$ cat src/rtl/rfe_pkg.sv
// ----------------------------------------------------------------------------
// Rectangle fill engine package
// Shared constants, register map, controller states and the command and
// status bundles between controller and datapath.
// ----------------------------------------------------------------------------
`default_nettype none

package rfe_pkg;

    // Default grid bounds
    localparam int C_MAX_ROWS = 64;
    localparam int C_MAX_COLS = 64;

    // Field widths
    localparam int C_COORD_W = 6;
    localparam int C_DATA_W  = 32;
    localparam int C_SIZE_W  = 7;

    // Configuration port
    localparam int C_CFG_AW = 4;
    localparam int C_CFG_DW = 32;

    // Register indexes
    localparam logic [1:0] REG_GRID_ROWS    = 2'd0;
    localparam logic [1:0] REG_GRID_COLS    = 2'd1;
    localparam logic [1:0] REG_CORNER_ORDER = 2'd2;

    // Register reset values
    localparam logic [C_SIZE_W-1:0] C_GRID_ROWS_RST = 7'd64;
    localparam logic [C_SIZE_W-1:0] C_GRID_COLS_RST = 7'd64;

    // Item and result codes
    localparam logic MODE_FILL     = 1'b0;
    localparam logic MODE_READ     = 1'b1;
    localparam logic STATUS_DONE   = 1'b0;
    localparam logic STATUS_REJECT = 1'b1;
    localparam logic ORDER_UL      = 1'b0;

    // Controller states
    typedef enum logic [2:0] {
        ST_CLEAR,
        ST_IDLE,
        ST_SETUP,
        ST_READ,
        ST_FILL,
        ST_DONE
    } t_state;

    // Configuration register set
    typedef struct packed {
        logic [C_SIZE_W-1:0] grid_rows;
        logic [C_SIZE_W-1:0] grid_cols;
        logic                corner_order;
    } t_cfg;

    // Controller to datapath
    typedef struct packed {
        logic clr_step;
        logic load;
        logic setup;
        logic rd_issue;
        logic fill_step;
        logic post;
    } t_dp_cmd;

    // Datapath to controller
    typedef struct packed {
        logic clr_last;
        logic err;
        logic mode;
        logic fill_last;
        logic out_busy;
    } t_dp_sts;

endpackage

`default_nettype wire

$ cat src/rtl/rfe_ctrl.sv
// ----------------------------------------------------------------------------
// Rectangle fill engine controller
// Sequences the clearing pass, item intake, cell sweep or cell read and result post.
// ----------------------------------------------------------------------------
`default_nettype none

module rfe_ctrl (
    input  wire logic              i_clk,
    input  wire logic              i_rst_n,
    input  wire logic              i_in_valid,
    output logic                   o_in_ready,
    input  wire rfe_pkg::t_dp_sts  i_sts,
    output rfe_pkg::t_dp_cmd       o_cmd
);
    import rfe_pkg::*;

    t_state r_state;
    t_state n_state;

    // Next state
    always_comb begin
        n_state = r_state;
        case (r_state)
            ST_CLEAR: begin
                if (i_sts.clr_last) begin
                    n_state = ST_IDLE;
                end
            end
            ST_IDLE: begin
                if (i_in_valid) begin
                    n_state = ST_SETUP;
                end
            end
            ST_SETUP: begin
                if (i_sts.err) begin
                    n_state = ST_DONE;
                end else if (i_sts.mode == MODE_READ) begin
                    n_state = ST_READ;
                end else begin
                    n_state = ST_FILL;
                end
            end
            ST_READ: begin
                n_state = ST_DONE;
            end
            ST_FILL: begin
                if (i_sts.fill_last) begin
                    n_state = ST_DONE;
                end
            end
            ST_DONE: begin
                if (!i_sts.out_busy) begin
                    n_state = ST_IDLE;
                end
            end
            default: n_state = ST_CLEAR;
        endcase
    end

    always_ff @(posedge i_clk) begin
        if (!i_rst_n) begin
            r_state <= ST_CLEAR;
        end else begin
            r_state <= n_state;
        end
    end

    // Outputs
    always_comb begin
        o_cmd      = '0;
        o_in_ready = 1'b0;
        case (r_state)
            ST_CLEAR: o_cmd.clr_step = 1'b1;
            ST_IDLE: begin
                o_in_ready = 1'b1;
                o_cmd.load = i_in_valid;
            end
            ST_SETUP: o_cmd.setup     = 1'b1;
            ST_READ:  o_cmd.rd_issue  = 1'b1;
            ST_FILL:  o_cmd.fill_step = 1'b1;
            ST_DONE:  o_cmd.post      = !i_sts.out_busy;
            default: begin
                o_cmd      = '0;
                o_in_ready = 1'b0;
            end
        endcase
    end

endmodule

`default_nettype wire

$ cat config.mk
export PLATFORM = sky130hd
export DESIGN_NAME = rfe_ctrl
export DESIGN_NICKNAME = d
export VERILOG_FILES = /design/src/rtl/rfe_pkg.sv /design/src/rtl/rfe_ctrl.sv
export SDC_FILE = /design/constraint.sdc
export NUM_CORES = 1
export LEC_CHECK = 0
export ABC_AREA = 0
export BUFFER_PORTS_ARGS = -buffer_cell sky130_fd_sc_hd__buf_4
export CAP_MARGIN = 20
export CORE_AREA = 2 2 39 41
export DETAILED_ROUTE_END_ITERATION = 12
export DIE_AREA = 0 0 41 43
export SLEW_MARGIN = 0
export SYNTH_ARGS = -nofsm -noshare
export SYNTH_HDL_FRONTEND = slang
export SYNTH_SLANG_ARGS = --single-unit
export TNS_END_PERCENT = 50
$ cat constraint.sdc
create_clock -name i_clk -period 1 [get_ports i_clk]
set_input_delay 0.2 -clock i_clk [delete_from_list [all_inputs] [get_ports i_clk]]
set_output_delay 0.2 -clock i_clk [all_outputs]
set_load 0.1 [all_outputs]
Word-level counts from Yosys, hierarchy flattened
Index checks and enable logic that the tools add are counted.
Word-level totals
  register bits: 3
  input port bits: 8
  output and inout port bits: 7
  word-level logic and storage cells: 27
Operators by class
  equal/unequal tests: 9
  muxes and demuxes: 14
  reduce and logical (&&, ||, !) cells: 3
Operators with widths (number)
  3-bit 2-to-1 mux: 6
  3-bit case mux with 6 select lines: 1
  2-bit != test, second input constant: 4
  1-bit 2-to-1 mux: 7
  3-bit by 2-bit equality test with 1-bit output, second input constant: 2
  3-bit equality test, second input constant: 2
  4-bit AND reduction: 1
  3-bit by 1-bit equality test with 1-bit output, second input constant: 1
  3-bit zero test: 1
  1-bit zero test: 1

Depth between registers and ports, before layout
  depth in word-level cells: 3
  mapped depth: 4

Worst setup path after synthesis
No wires, ideal clock.
  kind: register -> output
  from: register r_state[0]
  to: output port o_cmd[0] (netlist name)
  arrival time: 2.565 ns
  data required time: 0.800 ns
  setup slack: -1.765 ns
  stages on the path, launching flop included: 4
  path buffers: 1
  cells stage by stage: dfxtp_1 -> buf_4 -> inv_1 -> nor3_1
RTL lines
  start, declared: RTL line rfe_ctrl.sv:17  | t_state r_state;
  start signal, assigned: RTL line rfe_ctrl.sv:64  | r_state <= n_state;
  end, declared: RTL line rfe_ctrl.sv:13  | output rfe_pkg::t_dp_cmd o_cmd

==> metrics.txt <==
Lkg Pwr=0.285 nW; layout cell share with drive strength beyond 1=78.9%; chip height=43 um; synth top area cells=sky130_fd_sc_hd__dfxtp_1 (26%), sky130_fd_sc_hd__nor3_1 (13%), sky130_fd_sc_hd__mux2_4 (6.6%); start point of the critical path=r_state[2]$_SDFFE_PN0P_; synthesis-to-finish area growth=193%; adder and majority gate portion of the synthesized area=0%; total CTS buffers=3; Syn Std Cell Area=228 um2; post-synth cell types=16; kind of launch point of the worst setup path=flip-flop; count of state elements after synthesis=3; leading cell types by count after synthesis=sky130_fd_sc_hd__nor3_1 (6), sky130_fd_sc_hd__nor2_1 (4), sky130_fd_sc_hd__dfxtp_1 (3), sky130_fd_sc_hd__inv_1 (3); floorplan core area=1380 um2; number of antenna diodes=0; Synth Area in Simple Gates=33.5%; pin count of the biggest net entering global routing=6; worst clock skew on the final layout=0.00315 ns; Most flops, register=r_state; Clock Latency Late Sink=0.23 ns; detailed placement HPWL=549 um; worst min path class=in2reg; most common cell in the synthesized netlist=sky130_fd_sc_hd__nor3_1; synthesized-area fraction occupied by ao, oa, aoi and oai cells=between 20% and 30%; number of levels the H-tree was split into=1; I/O Pins=15; routed vias/inst=between 4 and 5; number of DRC violations after detailed routing=0; area share of the largest cell type after synthesis=roughly a quarter; number of gates on the worst path with buffers counted=3; Post-Place Setup Slack=-0.215 ns; Critical Path End=o_cmd[4]; die width=41 um; Post-synth EDFFs=0; number of detailed-route iterations in the first pass=4; Worst-path clk slew=0.03 ns; port buffer count=14; highest-delay cell along the critical path=sky130_fd_sc_hd__dfxtp_4; final setup violation count=8; effective utilization at floorplan=between 15 and 20%; mux share of post-synthesis cell area=6.59%; vias in the first global route=275; nets=66; R2R Path Start=r_state[2]$_SDFFE_PN0P_; die footprint=around 1800 um2; critical path fanouts, max=5; unrepaired setup endpoints after global routing=yes; number of buffer and inverter instances along the worst setup path=2; Crit path largest cell delay=roughly 0.36 ns; final-report max-slew violation count=0; destination of the worst register-to-register timing path=r_state[0]$_SDFFE_PN0P_; type of the setup path with the least slack=reg2out; Synth Area in XOR/XNOR=0%; arrival time of data at the critical path endpoint=1.12 ns; violations in the final reports=negative setup slack; flip-flop count of the largest register after layout=3; required time reported for the critical path endpoint=0.80 ns; total routing usage reported by global routing=under 10%; largest registers=r_state x3; flip-flop cell with the highest count after synthesis=sky130_fd_sc_hd__dfxtp_1; sum of routed wire length over all layers=667 um; slew at the pin with the worst max-slew slack=roughly 0.23 ns; relative slew slack=between 80% and 90%; dominant combinational cell family by area after synthesis=simple AND/OR/NAND/NOR gates; count of nets left with antenna violations after detail routing=0; PD cells=1260 nW/um2; family with the most delay on the worst path=flip-flops; run status=finished with violations; mean instance size in the synthesized netlist=7.59 um2; syn_nets=38; maxcap violations=0; fin crit share=132%; post-layout min period=roughly 1.3 ns; Final Total Pwr=0.000842 W; final worst-path setup slack=-0.316 ns; number of cell instances on the worst register-to-register path=4; sinks on the clock net=3; number of antenna violations at the first check in global routing=0; Highest Clock Rate=0.760 GHz; clock buffer depth=2; DRT iter0 DRCs=2; share of synthesized registers carrying an async set or reset=0%; slack of the worst reg-to-reg path=-0.13 ns; wire length of the first global-routing pass=around 1100 um; post-synthesis sequential area ratio=a little over a quarter; Hold Vio Cnt, Final=0; hold path depth=2; gate count of the mapped netlist=30; chain of cells forming the critical path=buf_6, nor3_4, buf_12; CTS tree=done; total via count in the routed design=about 320; root buf cell=sky130_fd_sc_hd__clkbuf_4; element type at the critical path end=primary output; synth warn=0; number of cell rows=14; maximum vdd drop=0.767 mV; Congestion Overflow GR=0; gpl congestion=~0.74; cell type with the highest aggregate area in the netlist=sky130_fd_sc_hd__dfxtp_1; detail-routed net length per standard cell=9.14 um
per-stage QoR:
stage	instances	utilization (%)	setup TNS [ns]	area [um2]	hold slack, ns
after floorplan	30	-	-3.57	319	0.318
after global placement	67	36.0	-1.58	498	0.428
after detailed placement	67	36.0	-1.67	498	0.424
after CTS	71	46.3	-2.11	641	0.188
after global routing	73	48.3	-2.51	668	0.191
final	73	48.3	-2.06	668	0.191
routing by layer:
| layer | global-route usage (%) | part of all wire (%) | routed length [um] |
|---|---|---|---|
| met1 | 11.6 | 41 | 271 |
| met2 | 13.8 | 51 | 339 |
| met3 | 4.71 | 8.5 | 57 |
| met4 | 0 | 0 | 0 |
| met5 | 0 | 0 | 0 |
timing repair:
item                                    CTS  global route
resized for setup                        32             3
endpoints found under the setup margin   10            10
hold buffers                              0             0
setup buffers                             0             2
pin swaps                                 6             2
cloned                                    0             0
power breakdown:
| group | total, W | leakage [nW] | internal, W | switching [W] |
|---|---|---|---|---|
| Sequential | 0.000149 | 0.0267 | 0.000130 | 0.0000187 |
| Clock | 0.000202 | 0.0150 | 0.000149 | 0.0000529 |
| Combinational | 0.000491 | 0.243 | 0.000214 | 0.000278 |
| Total | 0.000842 | 0.285 | 0.000492 | 0.000349 |
cells by family after synthesis:
| family | count (synthesis) |
|---|---|
| flip-flops | 3 |
| multiplexers | 1 |
| buffers and inverters | 5 |
| AND/OR/NAND/NOR | 15 |
| AO/OA/AOI/OAI | 6 |
worst min path at each step:
stage	endpoint	startpoint	slack, ns
after floorplan	r_state[2]$_SDFFE_PN0P_	i_rst_n	0.32
after global placement	r_state[2]$_SDFFE_PN0P_	i_rst_n	0.43
after detailed placement	r_state[2]$_SDFFE_PN0P_	i_rst_n	0.42
after CTS	r_state[2]$_SDFFE_PN0P_	i_rst_n	0.19
after global routing	r_state[2]$_SDFFE_PN0P_	i_rst_n	0.19
final	r_state[2]$_SDFFE_PN0P_	i_rst_n	0.19
cell type report:
class,instances,area (um2)
fill,134,716
timing repair buffer,25,307
multi-input combinational,22,233
sequential,3,71.3
clock buffer,4,26.3
tap,16,20.0
inverter,3,11.3
placed cells by master, fill, tap and decap left out:
cell	netlist	routed
sky130_fd_sc_hd__nor2_1	4	1
sky130_fd_sc_hd__nor3_4	0	4
sky130_fd_sc_hd__dfxtp_4	0	3
sky130_fd_sc_hd__nor2b_1	1	1
sky130_fd_sc_hd__a31oi_1	1	1
sky130_fd_sc_hd__clkbuf_1	0	1
sky130_fd_sc_hd__mux2_4	1	1
sky130_fd_sc_hd__and3b_1	1	1
sky130_fd_sc_hd__buf_4	1	12
sky130_fd_sc_hd__buf_12	0	8
sky130_fd_sc_hd__nand2b_4	0	2
sky130_fd_sc_hd__nor2_4	0	3
sky130_fd_sc_hd__nand2_4	0	1
sky130_fd_sc_hd__inv_1	3	2
sky130_fd_sc_hd__clkbuf_4	0	3
sky130_fd_sc_hd__nor3_1	6	2
sky130_fd_sc_hd__o221ai_2	1	1
sky130_fd_sc_hd__o21a_1	1	1
sky130_fd_sc_hd__inv_2	0	1
sky130_fd_sc_hd__buf_6	1	5
sky130_fd_sc_hd__a21oi_1	2	2
sky130_fd_sc_hd__o31ai_2	0	1
Power figures use the tool's default switching activity.
