`src/rtl/rfe_pkg.sv`:
```
// ----------------------------------------------------------------------------
// Rectangle fill engine package
// Shared constants, register map, controller states and the command and
// status bundles between controller and datapath.
// ----------------------------------------------------------------------------
`default_nettype none

package rfe_pkg;

    // Default grid bounds
    localparam int C_MAX_ROWS = 64;
    localparam int C_MAX_COLS = 64;

    // Field widths
    localparam int C_COORD_W = 6;
    localparam int C_DATA_W  = 32;
    localparam int C_SIZE_W  = 7;

    // Configuration port
    localparam int C_CFG_AW = 4;
    localparam int C_CFG_DW = 32;

    // Register indexes
    localparam logic [1:0] REG_GRID_ROWS    = 2'd0;
    localparam logic [1:0] REG_GRID_COLS    = 2'd1;
    localparam logic [1:0] REG_CORNER_ORDER = 2'd2;

    // Register reset values
    localparam logic [C_SIZE_W-1:0] C_GRID_ROWS_RST = 7'd64;
    localparam logic [C_SIZE_W-1:0] C_GRID_COLS_RST = 7'd64;

    // Item and result codes
    localparam logic MODE_FILL     = 1'b0;
    localparam logic MODE_READ     = 1'b1;
    localparam logic STATUS_DONE   = 1'b0;
    localparam logic STATUS_REJECT = 1'b1;
    localparam logic ORDER_UL      = 1'b0;

    // Controller states
    typedef enum logic [2:0] {
        ST_CLEAR,
        ST_IDLE,
        ST_SETUP,
        ST_READ,
        ST_FILL,
        ST_DONE
    } t_state;

    // Configuration register set
    typedef struct packed {
        logic [C_SIZE_W-1:0] grid_rows;
        logic [C_SIZE_W-1:0] grid_cols;
        logic                corner_order;
    } t_cfg;

    // Controller to datapath
    typedef struct packed {
        logic clr_step;
        logic load;
        logic setup;
        logic rd_issue;
        logic fill_step;
        logic post;
    } t_dp_cmd;

    // Datapath to controller
    typedef struct packed {
        logic clr_last;
        logic err;
        logic mode;
        logic fill_last;
        logic out_busy;
    } t_dp_sts;

endpackage

`default_nettype wire

```
`src/rtl/rfe_regs.sv`:
```
// ----------------------------------------------------------------------------
// Rectangle fill engine configuration registers
// APB-style register file for grid size and corner order.
// ----------------------------------------------------------------------------
`default_nettype none

module rfe_regs (
    input  wire logic                           i_clk,
    input  wire logic                           i_rst_n,
    input  wire logic                           psel,
    input  wire logic                           penable,
    input  wire logic                           pwrite,
    input  wire logic [rfe_pkg::C_CFG_AW-1:0]   paddr,
    input  wire logic [rfe_pkg::C_CFG_DW-1:0]   pwdata,
    output logic      [rfe_pkg::C_CFG_DW-1:0]   prdata,
    output logic                                pready,
    output rfe_pkg::t_cfg                       o_cfg
);
    import rfe_pkg::*;

    logic [1:0] reg_idx;
    logic       wr_en;
    t_cfg       r_cfg;
    t_cfg       n_cfg;

    assign reg_idx = paddr[C_CFG_AW-1:2];
    assign pready  = 1'b1;
    assign wr_en   = psel && penable && pwrite && pready;

    // Decode the write
    always_comb begin
        n_cfg = r_cfg;
        if (wr_en) begin
            case (reg_idx)
                REG_GRID_ROWS:    n_cfg.grid_rows    = pwdata[C_SIZE_W-1:0];
                REG_GRID_COLS:    n_cfg.grid_cols    = pwdata[C_SIZE_W-1:0];
                REG_CORNER_ORDER: n_cfg.corner_order = pwdata[0];
                default:          n_cfg              = r_cfg;
            endcase
        end
    end

    always_ff @(posedge i_clk) begin
        if (!i_rst_n) begin
            r_cfg.grid_rows    <= C_GRID_ROWS_RST;
            r_cfg.grid_cols    <= C_GRID_COLS_RST;
            r_cfg.corner_order <= ORDER_UL;
        end else begin
            r_cfg <= n_cfg;
        end
    end

    // Read back
    always_comb begin
        case (reg_idx)
            REG_GRID_ROWS:    prdata = C_CFG_DW'(r_cfg.grid_rows);
            REG_GRID_COLS:    prdata = C_CFG_DW'(r_cfg.grid_cols);
            REG_CORNER_ORDER: prdata = C_CFG_DW'(r_cfg.corner_order);
            default:          prdata = '0;
        endcase
    end

    assign o_cfg = r_cfg;

endmodule

`default_nettype wire

```
`config.mk`:
```
export PLATFORM = sky130hd
export DESIGN_NAME = rfe_regs
export DESIGN_NICKNAME = d
export VERILOG_FILES = /design/src/rtl/rfe_pkg.sv /design/src/rtl/rfe_regs.sv
export SDC_FILE = /design/constraint.sdc
export NUM_CORES = 1
export LEC_CHECK = 0
export ABC_AREA = 1
export BUFFER_PORTS_ARGS = -buffer_cell sky130_fd_sc_hd__buf_2
export CAP_MARGIN = 30
export CORE_ASPECT_RATIO = 0.75
export CORE_MARGIN = 1
export CORE_UTILIZATION = 35
export CTS_CLUSTER_DIAMETER = 120
export DETAILED_ROUTE_END_ITERATION = 10
export GPL_ROUTABILITY_DRIVEN = 0
export PLACE_DENSITY_LB_ADDON = 0.08
export SLEW_MARGIN = 20
export SYNTH_ARGS = -nofsm -noshare
export SYNTH_HDL_FRONTEND = slang
export SYNTH_SLANG_ARGS = --single-unit
export TNS_END_PERCENT = 50
```
`constraint.sdc`:
```
create_clock -name i_clk -period 1 [get_ports i_clk]
set_clock_uncertainty 0.05 [all_clocks]
set_input_delay 0.2 -clock i_clk [delete_from_list [all_inputs] [get_ports i_clk]]
set_output_delay 0.2 -clock i_clk [all_outputs]
set_load 0.005 [all_outputs]
```
# --- Word-level counts from Yosys, hierarchy flattened ---
# Index checks and enable logic that the tools add are counted.
word_totals:
  word_cells: 12
  out_inout_bits: 48
  in_bits: 41
  reg_bits: 15
classes:
  reduce_logical: 6
  n_mux: 1
  n_eq_ne: 2
ops:
  columns: ["operator", "n"]
  rows:
  - ["$pmux W7 S3", 1]
  - ["$reduce_and A2 Y1", 3]
  - ["$eq A2 B1 Y1 const B", 1]
  - ["$eq A2 B2 Y1 const B", 1]
  - ["$logic_and A1 B1 Y1", 2]
  - ["$logic_not A2 Y1", 1]

# --- Logic depth before layout (Yosys ltp) ---
# Gate-level depths: netlist (run 1).
logic_depth:
  ltp_word: 3
  depth_mapped: 6
  depth_no_buf: 5

# --- Least setup slack after synthesis (run 1) ---
# OpenSTA, ideal clock, no wires.
synth_timing:
  kind: "input -> output"
  start: "input paddr[3] (netlist bit)"
  end: "output prdata[1] (netlist bit)"
  n_path_buf: 1
  path_slack_ps: 116
  t_required_ps: 750
  t_arrival_ps: 634
  cell_stages: 3
  path_cell_list: "nor2_2 buf_6 a22o_1"
synth_via:
  elab_chain_len: 2
  elab_cells_between_ends: 4
  cone_classes: "eq/ne (2); mux (1); reduce/logical (1)"
synth_lines:
  columns: ["item", "line", "text"]
  rows:
  - ["start: declaration", "rfe_regs.sv:13", "input wire logic [rfe_pkg::C_CFG_AW-1:0] paddr,"]
  - ["$eq A2 B2 Y1 (tied with other cells)", "rfe_regs.sv:55", "case (reg_idx)"]
  - ["$pmux W7 S3 (*)", "rfe_regs.sv:55", null]
  - ["end: declaration", "rfe_regs.sv:15", "output logic [rfe_pkg::C_CFG_DW-1:0] prdata,"]
# Every way passes the cells marked *; elsewhere a longest branch is shown, timed or not.

# --- Worst setup path after layout (run 1) ---
layout_timing:
  start: "register r_cfg, in the netlist o_cfg[10]"
  end: "output prdata[2] (netlist bit)"
layout_via:
  elab_chain_len: 1
layout_lines:
  columns: ["item", "line", "text"]
  rows:
  - ["start: declaration", "rfe_regs.sv:23", "t_cfg r_cfg;"]
  - ["start signal: assignment", "rfe_regs.sv:49", "r_cfg <= n_cfg;"]
  - ["$pmux W7 S3", "rfe_regs.sv:55", null]
# Every way passes these cells.

==> results by group, run 1 <==
Outcome
  • Status: finished with violations
  • Failing checks: negative setup slack

Finish
  • Post-Layout Cell Count: around 220
  • Final core utilization: 50.5%
  • Fillers: 278
  • Most common cell after layout, fill and taps aside: conb_1
  • N_diodes: 0
  • Share of post-route cells with drive strength above 1: 44.2%
  • Flip-flop count of the largest register after layout: 15
  • Nets: 223
  • Storage element area: between 300 and 400 um^2
  • Multi-input logic area: between 500 and 600 um^2
  • Area delta synth->final: 37.3%
  • Commonest cells after routing, fill and taps aside: 26 x conb_1, 25 x nor2_1, 25 x buf_2

STA
  • FMAX: 841 MHz
  • Pins Over Slew Limit: 0
  • Final setup TNS: -1.73 ns
  • Unrepaired setup endpoints after global routing: true
  • Tmin final: about 1.2 ns
  • Worst hold slack: 0.0908 ns
  • Crit share post-route: 119%
  • Setup ws final: -0.189 ns
  • Fin. Hold Viols: 0
  • # setup viols final: 15

Global route
  • First-pass GRT wire length: 3040 um
  • Total gr overflow: 0
  • Tot GR Track Use: between 10% and 20%
  • Vias in the first global route: 638
  • Largest net degree at the start of global routing: 16
  • Antenna violations before repair: 0

Drt
  • Via Count: approximately 890
  • ANT nets after route: 0
  • WL final: 2080 um
  • DR WL/cell: 9.57 um
  • Initial detailed-routing violation count: 26
  • # DRC: 0
  • Pre-Repair DR Iteration Count: 5
  • Vias/cell: slightly above 4

Power and ir drop
  • Power density cells: between 900 and 1000 mW/mm^2
  • Max VDD drop: 559 uV
  • Pleak: 0.679 nW

Yosys
  • Mean Syn Cell Area: 7.14 um^2
  • Cell area after synthesis: 957 um^2
  • Mux contribution to synthesized area: 0%
  • Post-synthesis simple-gate area fraction: 33.2%
  • Adder-Cell Fraction of Synth Area: 0%
  • Top post-synthesis cells by area: dfxtp_1 31%, buf_4 21%, nor2_1 10%
  • Synth top area share: 31.4%
  • Synth Area in Compound Gates: 7.06%
  • Seq/Total Area, Yosys: 31.4%
  • Post-synth cell types: 16
  • Synthesized flop and latch total: 15
  • Post-synthesis cell count: 134
  • Largest family of logic cells by synthesized area: simple AND/OR/NAND/NOR gates
  • Ys Warns: 0
  • Synth area leader: dfxtp_1
  • XOR/XNOR share of the synthesized area: 0%

Hold path
  • Hold depth: 3
  • HP Start: pwdata[6]
  • Tightest Hold Check Type: input pin to register

Critical path
  • Critical-path cell list: a22o_1 -> buf_2
  • WP data required: 0.75 ns
  • Crit path launch type: register
  • Critical-path top delay cell: dfxtp_2
  • Reg-to-reg critical path startpoint: o_cfg[0]
  • Worst r2r path cells: 4
  • Number of stages on the worst setup path: 2
  • Top delay family on crit path: flip-flops
  • CP startpoint: o_cfg[10]
  • CP endpoint kind: primary output
  • Setup CP Type: register to primary output
  • Worst-path maximum fanout: 2
  • WP buf/inv: 1
  • Worst Path Arrival: 0.94 ns
  • Largest stage delay, worst path: 0.33 ns

Clock tree
  • Clock Latency Late Sink: 0.28 ns
  • Longest Clk Path Bufs: 2
  • # hold bufs at CTS: 0
  • CTS clock-pin slew for the worst setup and hold paths: 0.09 ns
  • CTS Sinks: 15
  • CTS Root Buffer Type: clkbuf_4
  • # H-tree levels: 1
  • CTS tree: built
  • CTS Buf Count: 3

Die
  • FP Rows: 16
  • Die W: between 60 and 70 um
  • Die Y: ~47 um
  • DIE AREA: 0.00295 mm^2
  • Num ports: 89
  • Core ar.: 0.00260 mm^2
  • Starting Density: 36.8%

Flow run
  • Max Cap Violations: 0

Placement
  • Inst Count DP: approximately 210
  • Port Buf Inserts: 35
  • HPWL after DPL: 1460 um
## final cells by class
type                    instances  area share [%]
clock buffers                   4            2.00
inverters                       9            2.57
multi-input cells             104            38.3
flip-flops and latches         15            24.3
well taps                      36            3.43
repair buffers                 49            29.4
## cells in the mapped netlist, drive strengths merged
| library cell | n |
|---|---|
| a21oi | 1 |
| a22o | 6 |
| buf | 30 |
| conb | 2 |
| dfxtp | 15 |
| inv | 9 |
| nand2 | 21 |
| nand3 | 17 |
| nor2 | 31 |
| o21ai | 2 |
## path summary, 6_finish.rpt
kind / to / slack [ns]
setup / recovery: prdata[2] / -0.19
hold / removal: o_cfg[7] / 0.09
setup reg to reg: o_cfg[0] / 0.11
hold reg to reg: o_cfg[7] / 0.44
## cell families (layout without fill, tap and decap cells)
kind of cell | count (synthesis) | count (layout)
compound gates | 9 | 9
buf+inv | 39 | 62
flops | 15 | 15
other cells | 2 | 26
simple gates | 69 | 69
## what timing repair did
item | 4_1_cts | 5_1_grt
buffers inserted | 6 | 2
pin swaps | 7 | 1
gates resized for setup | 28 | 9
setup endpoints to repair | 22 | 22
## worst register-to-register path: stages (launching register included)
cell	delay, ns
dfxtp_2	0.34
buf_6	0.11
buf_4	0.12
a21oi_1	0.11
nor2_1	0.06
## routing by layer
layer	vias to the layer above	global-route usage [%]	share of wire, %
met3	0	5.34	8.1
met4	0	1.40	0
met2	42	22.6	45
met1	381	18.5	47
met5	-	0	0
li1	468	-	-
## through the flow
stage | power, mW | setup WS [ns] | instance area, um^2
2_1_floorplan | 0.829 | 0.116 | 1050
3_3_place_gp | 0.843 | -0.128 | 1110
3_5_place_dp | 0.845 | -0.133 | 1110
4_1_cts | 1.22 | -0.203 | 1260
5_1_grt | 1.29 | -0.248 | 1310
6_report | 1.22 | -0.189 | 1310
## report_power, final
group | switching (mW) | internal [mW] | leakage [nW]
clock network | 0.196 | 0.155 | 0.0150
registers | 0.00963 | 0.612 | 0.127
logic | 0.134 | 0.108 | 0.537
total | 0.340 | 0.876 | 0.679
Power figures use the tool's default switching activity.
==> run 2, diff against run 1 <==
--- a/config.mk
+++ b/config.mk
@@ -6,7 +6,8 @@
 export NUM_CORES = 1
 export LEC_CHECK = 0
 export ABC_AREA = 1
-export BUFFER_PORTS_ARGS = -buffer_cell sky130_fd_sc_hd__buf_2
+export ABC_CLOCK_PERIOD_IN_PS = 1000
+export BUFFER_PORTS_ARGS = -buffer_cell sky130_fd_sc_hd__buf_4
 export CAP_MARGIN = 30
 export CORE_ASPECT_RATIO = 0.75
 export CORE_MARGIN = 1
==> results by group, run 2 (same netlist as run 1, synthesis figures left out) <==
Drt
  • Via Count: 918 (+3.0%)
  • WL final: 2190 um (+5.7%)
  • Vias/cell: 4.10 (-0.19%)
  • # DRC: 0 (unchanged)
  • Initial detailed-routing violation count: 24 (-7.7%)
  • ANT nets after route: 0 (unchanged)
  • Pre-Repair DR Iteration Count: 4 (-1)
  • DR WL/cell: 9.79 um (+2.4%)

Die
  • DIE AREA: 0.00295 mm^2 (unchanged)
  • FP Rows: 16 (unchanged)
  • Core ar.: 0.00260 mm^2 (unchanged)
  • Die W: 62.4 um (unchanged)
  • Starting Density: 36.8% (unchanged)
  • Num ports: 89 (unchanged)
  • Die Y: 47.3 um (unchanged)

Power and ir drop
  • Power density cells: 863 mW/mm^2 (-6.7%)
  • Max VDD drop: 554 uV (-0.82%)
  • Pleak: 0.740 nW (+8.9%)
  • Total power: 1.27 mW (+4.3%)

Critical path
  • Setup CP Type: register to primary output
  • Largest stage delay, worst path: 0.34 ns (about the same)
  • Top delay family on crit path: flip-flops
  • Critical-path cell list: a22o_1 -> buf_4
  • Worst-path maximum fanout: 2 (unchanged)
  • Crit path launch type: register
  • R2r setup slk: 0.15 ns (+0.04 ns)
  • Worst Path Arrival: 0.98 ns (+0.04 ns)
  • CP endpoint kind: primary output
  • WP buf/inv: 1 (unchanged)
  • Critical-path top delay cell: dfxtp_2
  • WP data required: 0.75 ns (about the same)

STA
  • Crit share post-route: 123% (+4.4 points)
  • Unrepaired setup endpoints after global routing: true
  • Pins Over Slew Limit: 0 (unchanged)
  • # setup viols final: 20 (+5)
  • Tmin final: 1.23 ns (+0.0436 ns)
  • Fin. Hold Viols: 0 (unchanged)
  • FMAX: 811 MHz (-3.5%)
  • Final setup TNS: -2.73 ns (-1.00 ns)
  • Setup ws final: -0.233 ns (-0.0436 ns)
  • Worst hold slack: 0.0732 ns (-0.0175 ns)

Finish
  • N_diodes: 0 (unchanged)
  • Fillers: 272 (-2.2%)
  • Share of post-route cells with drive strength above 1: 45.7% (+1.5 points)
  • Most common cell after layout, fill and taps aside: buf_6
  • Nets: 230 (+3.1%)
  • Commonest cells after routing, fill and taps aside: 28 x buf_6, 26 x nor2_1, 26 x conb_1, 26 x buf_4, 19 x nand2_1
  • Area delta synth->final: 53.5%
  • Storage element area: 319 um^2 (unchanged)
  • Flip-flop count of the largest register after layout: 15 (unchanged)
  • Multi-input logic area: 493 um^2 (-2.0%)

Outcome
  • Failing checks: negative setup slack
  • Status: finished with violations

Clock tree
  • Clock Latency Late Sink: 0.29 ns (about the same)
  • Longest Clk Path Bufs: 2 (unchanged)
  • CTS Root Buffer Type: clkbuf_4
  • CTS Sinks: 15 (unchanged)
  • # H-tree levels: 1 (unchanged)
  • CTS clock-pin slew for the worst setup and hold paths: 0.10 ns (about the same)
  • CTS Buf Count: 3 (unchanged)
  • CTS tree: built
  • # hold bufs at CTS: 0 (unchanged)

Placement
  • Port Buf Inserts: 35 (unchanged)
  • HPWL after DPL: 1520 um (+4.4%)

Hold path
  • Tightest Hold Check Type: input pin to register

Flow run
  • Max Cap Violations: 0 (unchanged)

Global route
  • Tot GR Track Use: 14.7% (+0.73 points)
  • Vias in the first global route: 732 (+15%)
  • Largest net degree at the start of global routing: 16 (unchanged)
  • Antenna violations before repair: 0 (unchanged)
  • First-pass GRT wire length: 3220 um (+5.7%)
  • Total gr overflow: 0 (unchanged)
[run 2: cell types whose count changed in the layout (fill, tap and decap cells not counted)]
| cell | previous run | this run |
|---|---|---|
| nand2_1 | 18 | 19 |
| nor2_4 | 5 | 4 |
| clkbuf_4 | 4 | 3 |
| clkbuf_1 | 1 | 0 |
| nor2_1 | 25 | 26 |
| clkinv_2 | 0 | 1 |
| buf_6 | 15 | 28 |
| buf_2 | 25 | 0 |
| buf_4 | 6 | 26 |
| nand2_2 | 3 | 2 |
[run 2: report_power, final]
group	switching, mW	internal [mW]	leakage [nW]
clock network	0.217	0.149	0.0177
logic	0.137	0.143	0.595
registers	0.00943	0.612	0.127
total	0.363	0.905	0.740
[run 2: worst paths after layout]
path                   from        end  depth (start not counted)
setup / recovery  o_cfg[10]  prdata[2]                          2
hold / removal    pwdata[6]  o_cfg[14]                          3
setup reg to reg  o_cfg[14]  o_cfg[14]                          4
hold reg to reg    o_cfg[7]   o_cfg[7]                          2
[run 2: layout make-up]
| class | instances | share of cell area (%) |
|---|---|---|
| Timing Repair Buffer | 56 | 37.5 |
| Multi-Input combinational cell | 104 | 33.6 |
| Sequential cell | 15 | 21.7 |
| Tap cell | 36 | 3.07 |
| Inverter | 9 | 2.30 |
| Clock buffer | 3 | 1.53 |
| Clock inverter | 1 | 0.341 |
[run 2: worst register-to-register path, delay by kind of cell (launching register included)]
family / cells / cell delay, ns
compound gates: 1 / 0.06
buf+inv: 2 / 0.23
flops: 1 / 0.33
simple gates: 1 / 0.08
[run 2: metrics by stage]
| stage | instances | area (um^2) | setup slack (ns) | util [%] |
|---|---|---|---|---|
| after floorplan | 158 | 1050 | 0.116 | - |
| after global placement | 206 | 1200 | -0.133 | 46.2 |
| after detailed placement | 206 | 1200 | -0.137 | 46.2 |
| after CTS | 221 | 1420 | -0.245 | 54.6 |
| after global routing | 224 | 1470 | -0.267 | 56.4 |
| final | 224 | 1470 | -0.233 | 56.4 |
[run 2: metal layers]
layer	GRT usage [%]	wire length, um	vias up
li1	-	-	479
met1	17.0	975	398
met2	26.8	1050	41
met3	5.83	169	0
met4	2.79	0	0
met5	0	0	-
[run 2: what timing repair did]
action	4_1_cts	5_1_grt
setup buffers	11	3
resized for setup	39	7
pin swaps	7	2
endpoints found under the setup margin	22	22
==> run 3, diff against run 2 <==
--- a/config.mk
+++ b/config.mk
@@ -5,7 +5,6 @@
 export SDC_FILE = /design/constraint.sdc
 export NUM_CORES = 1
 export LEC_CHECK = 0
-export ABC_AREA = 1
 export ABC_CLOCK_PERIOD_IN_PS = 1000
 export BUFFER_PORTS_ARGS = -buffer_cell sky130_fd_sc_hd__buf_4
 export CAP_MARGIN = 30
==> results by group, run 3 <==
Power and ir drop
  • Clock share of power: 30.0% (+1.2 points)
  • Internal power: 0.861 mW (-4.9%)
  • Comb power frac: 17.3% (-4.8 points)
  • Net Sw Frac: 25.6% (-3.1 points)
  • Sw power: 0.295 mW (-19%)
  • Part of the power in registers: 52.7% (+3.7 points)
  • Max VDD drop: 419 uV (-24%)
  • Pleak: 0.723 nW (-2.3%)
  • Total power: 1.16 mW (-8.8%)
  • Power density cells: 812 mW/mm^2 (-5.9%)

Placement
  • Post-Place Cell Area: 0.00118 mm^2 (-1.8%)
  • Inst Count DP: 177 (-14%)
  • Placement Setup Slack: -0.200 ns (-0.0630 ns)
  • HPWL after DPL: 1470 um (-3.3%)
  • Port Buf Inserts: 35 (unchanged)

Global route
  • Total gr overflow: 0 (unchanged)
  • Tot GR Track Use: 14.9% (+0.23 points)
  • Antenna violations before repair: 0 (unchanged)
  • Largest net degree at the start of global routing: 23 (+7)
  • First-pass GRT wire length: 2940 um (-8.6%)
  • Vias in the first global route: 639 (-13%)

Critical path
  • Largest stage delay, worst path: 0.33 ns (about the same)
  • Worst-path maximum fanout: 2 (unchanged)
  • WP data required: 0.75 ns (about the same)
  • Crit path launch type: register
  • CP endpoint kind: primary output
  • Setup CP Type: register to primary output
  • Critical-path cell list: mux2i_1 -> o21ai_1 -> buf_4
  • WP buf/inv: 1 (unchanged)
  • Top delay family on crit path: flip-flops
  • Worst Path Arrival: 0.95 ns (-0.03 ns)
  • Critical-path top delay cell: dfxtp_2
  • R2r setup slk: 0.09 ns (-0.06 ns)

STA
  • Crit share post-route: 120% (-3.5 points)
  • Pins Over Slew Limit: 0 (unchanged)
  • Setup ws final: -0.198 ns (+0.0347 ns)
  • Worst hold slack: 0.133 ns (+0.0601 ns)
  • FMAX: 835 MHz (+2.9%)
  • Fin. Hold Viols: 0 (unchanged)
  • Tmin final: 1.20 ns (-0.0347 ns)
  • Final setup TNS: -2.38 ns (+0.349 ns)
  • # setup viols final: 21 (+5.0%)
  • Unrepaired setup endpoints after global routing: true

Die
  • FP Rows: 15 (-1)
  • DIE AREA: 0.00284 mm^2 (-3.8%)
  • Die Y: 46.4 um (-1.9%)
  • Starting Density: 38.6% (+1.8 points)
  • Core ar.: 0.00238 mm^2 (-8.4%)
  • Die W: 61.2 um (-1.9%)
  • Num ports: 89 (unchanged)

Finish
  • Most common cell after layout, fill and taps aside: buf_4
  • Flip-flop count of the largest register after layout: 15 (unchanged)
  • Post-Layout Cell Count: 194 (-13%)
  • Area delta synth->final: 54.8%
  • Final core utilization: 59.7% (+3.3 points)
  • Share of post-route cells with drive strength above 1: 49.4% (+3.6 points)
  • Commonest cells after routing, fill and taps aside: 33 x buf_4, 26 x conb_1, 26 x buf_6
  • Nets: 202 (-12%)
  • N_diodes: 0 (unchanged)
  • Post-route cell area: 0.00142 mm^2 (-3.1%)
  • Fillers: 229 (-16%)

Drt
  • Pre-Repair DR Iteration Count: 4 (unchanged)
  • WL final: 2120 um (-3.5%)
  • Vias/cell: 4.09 (-0.26%)
  • Via Count: 793 (-14%)
  • DR WL/cell: 10.9 um (+11%)
  • Initial detailed-routing violation count: 21 (-13%)
  • # DRC: 0 (unchanged)
  • ANT nets after route: 0 (unchanged)

Clock tree
  • CTS tree: built
  • CTS Buf Count: 3 (unchanged)
  • Clock Latency Late Sink: 0.28 ns (about the same)
  • # H-tree levels: 1 (unchanged)
  • CTS Root Buffer Type: clkbuf_4
  • CTS Sinks: 15 (unchanged)
  • Longest Clk Path Bufs: 2 (unchanged)
  • CTS clock-pin slew for the worst setup and hold paths: 0.09 ns (about the same)
  • # hold bufs at CTS: 0 (unchanged)

Yosys
  • Top post-synthesis cells by area: dfxtp_1 33%, mux2i_1 24%, buf_4 21%
  • Post-synth cell types: 16 (unchanged)
  • Top FF cell, synth: dfxtp_1
  • Synth async-reset ratio: 0% (unchanged)
  • Synth area leader: dfxtp_1
  • Synthesized flop and latch total: 15 (unchanged)
  • Synth top area share: 32.7% (+1.3 points)
  • Ys Warns: 0 (unchanged)
  • Number of flops mapped to enable cells by yosys: 0 (unchanged)
  • Cell area after synthesis: 920 um^2 (-3.9%)
  • Mean Syn Cell Area: 8.84 um^2 (+24%)
  • Top post-synthesis cells by count: 26 x buf_4, 22 x mux2i_1, 19 x nand2_1
  • Seq/Total Area, Yosys: 32.7% (+1.3 points)
  • Post-synthesis cell count: 104 (-22%)
  • Count leader, synth: buf_4

Flow run
  • Max Cap Violations: 0 (unchanged)

Outcome
  • Status: finished with violations
  • Failing checks: negative setup slack

Hold path
  • Tightest Hold Check Type: input pin to register
[run 3: cell types whose count changed after synthesis, sizes merged, moves of 2 or more]
cell / delta
nor2: -25
a22o: -6
clkbuf: +2
nand2: -2
mux2i: +22
inv: -9
nand3: -16
nor2b: +3
[run 3: power by group through the flow]
stage	logic (mW)	registers [mW]	clock network [mW]
floorplan	0.163	0.624	0
global placement	0.177	0.624	0
detailed placement	0.177	0.625	0
CTS	0.197	0.611	0.361
global route	0.222	0.610	0.395
finish	0.200	0.609	0.347
[run 3: timing repair]
action / CTS / global route
buffers inserted: 11 / 2
resized for setup: 40 / 3
setup endpoints to repair: 22 / 22
[run 3: final cells by class]
| type | count | area, um^2 | area share [%] |
|---|---|---|---|
| clock buffers | 4 | 26.3 | 1.85 |
| multi-input cells | 82 | 493 | 34.6 |
| flip-flops and latches | 15 | 322 | 22.6 |
| well taps | 34 | 42.5 | 2.99 |
| repair buffers | 59 | 541 | 38.0 |
[run 3: path summary, 6_finish.rpt]
| check | from | end | cells past startpoint |
|---|---|---|---|
| worst min register to register | o_cfg[9] | o_cfg[9] | 2 |
| worst max-delay path | o_cfg[1] | prdata[0] | 3 |
| worst min-delay path | pwdata[1] | o_cfg[2] | 3 |
| worst max register to register | o_cfg[7] | o_cfg[7] | 4 |
[run 3: cell families after synthesis]
kind of cell | share of synthesized area [%]
simple gates | 17.7
buf+inv | 24.4
mux | 23.9
flops | 32.7
other cells | 0.817
compound gates | 0.544
[run 3: per-layer routing]
layer	track usage (%)	vias to the layer above	share of wire (%)
met5	0	-	0
met4	4.09	0	0
met3	5.34	0	8.5
met2	21.7	43	43
met1	20.6	349	49
li1	-	401	-
[run 3: worst min-delay path, cell delays in order]
cell and delay, ns:
buf_4 0.11, nand2_1 0.06, mux2i_1 0.06
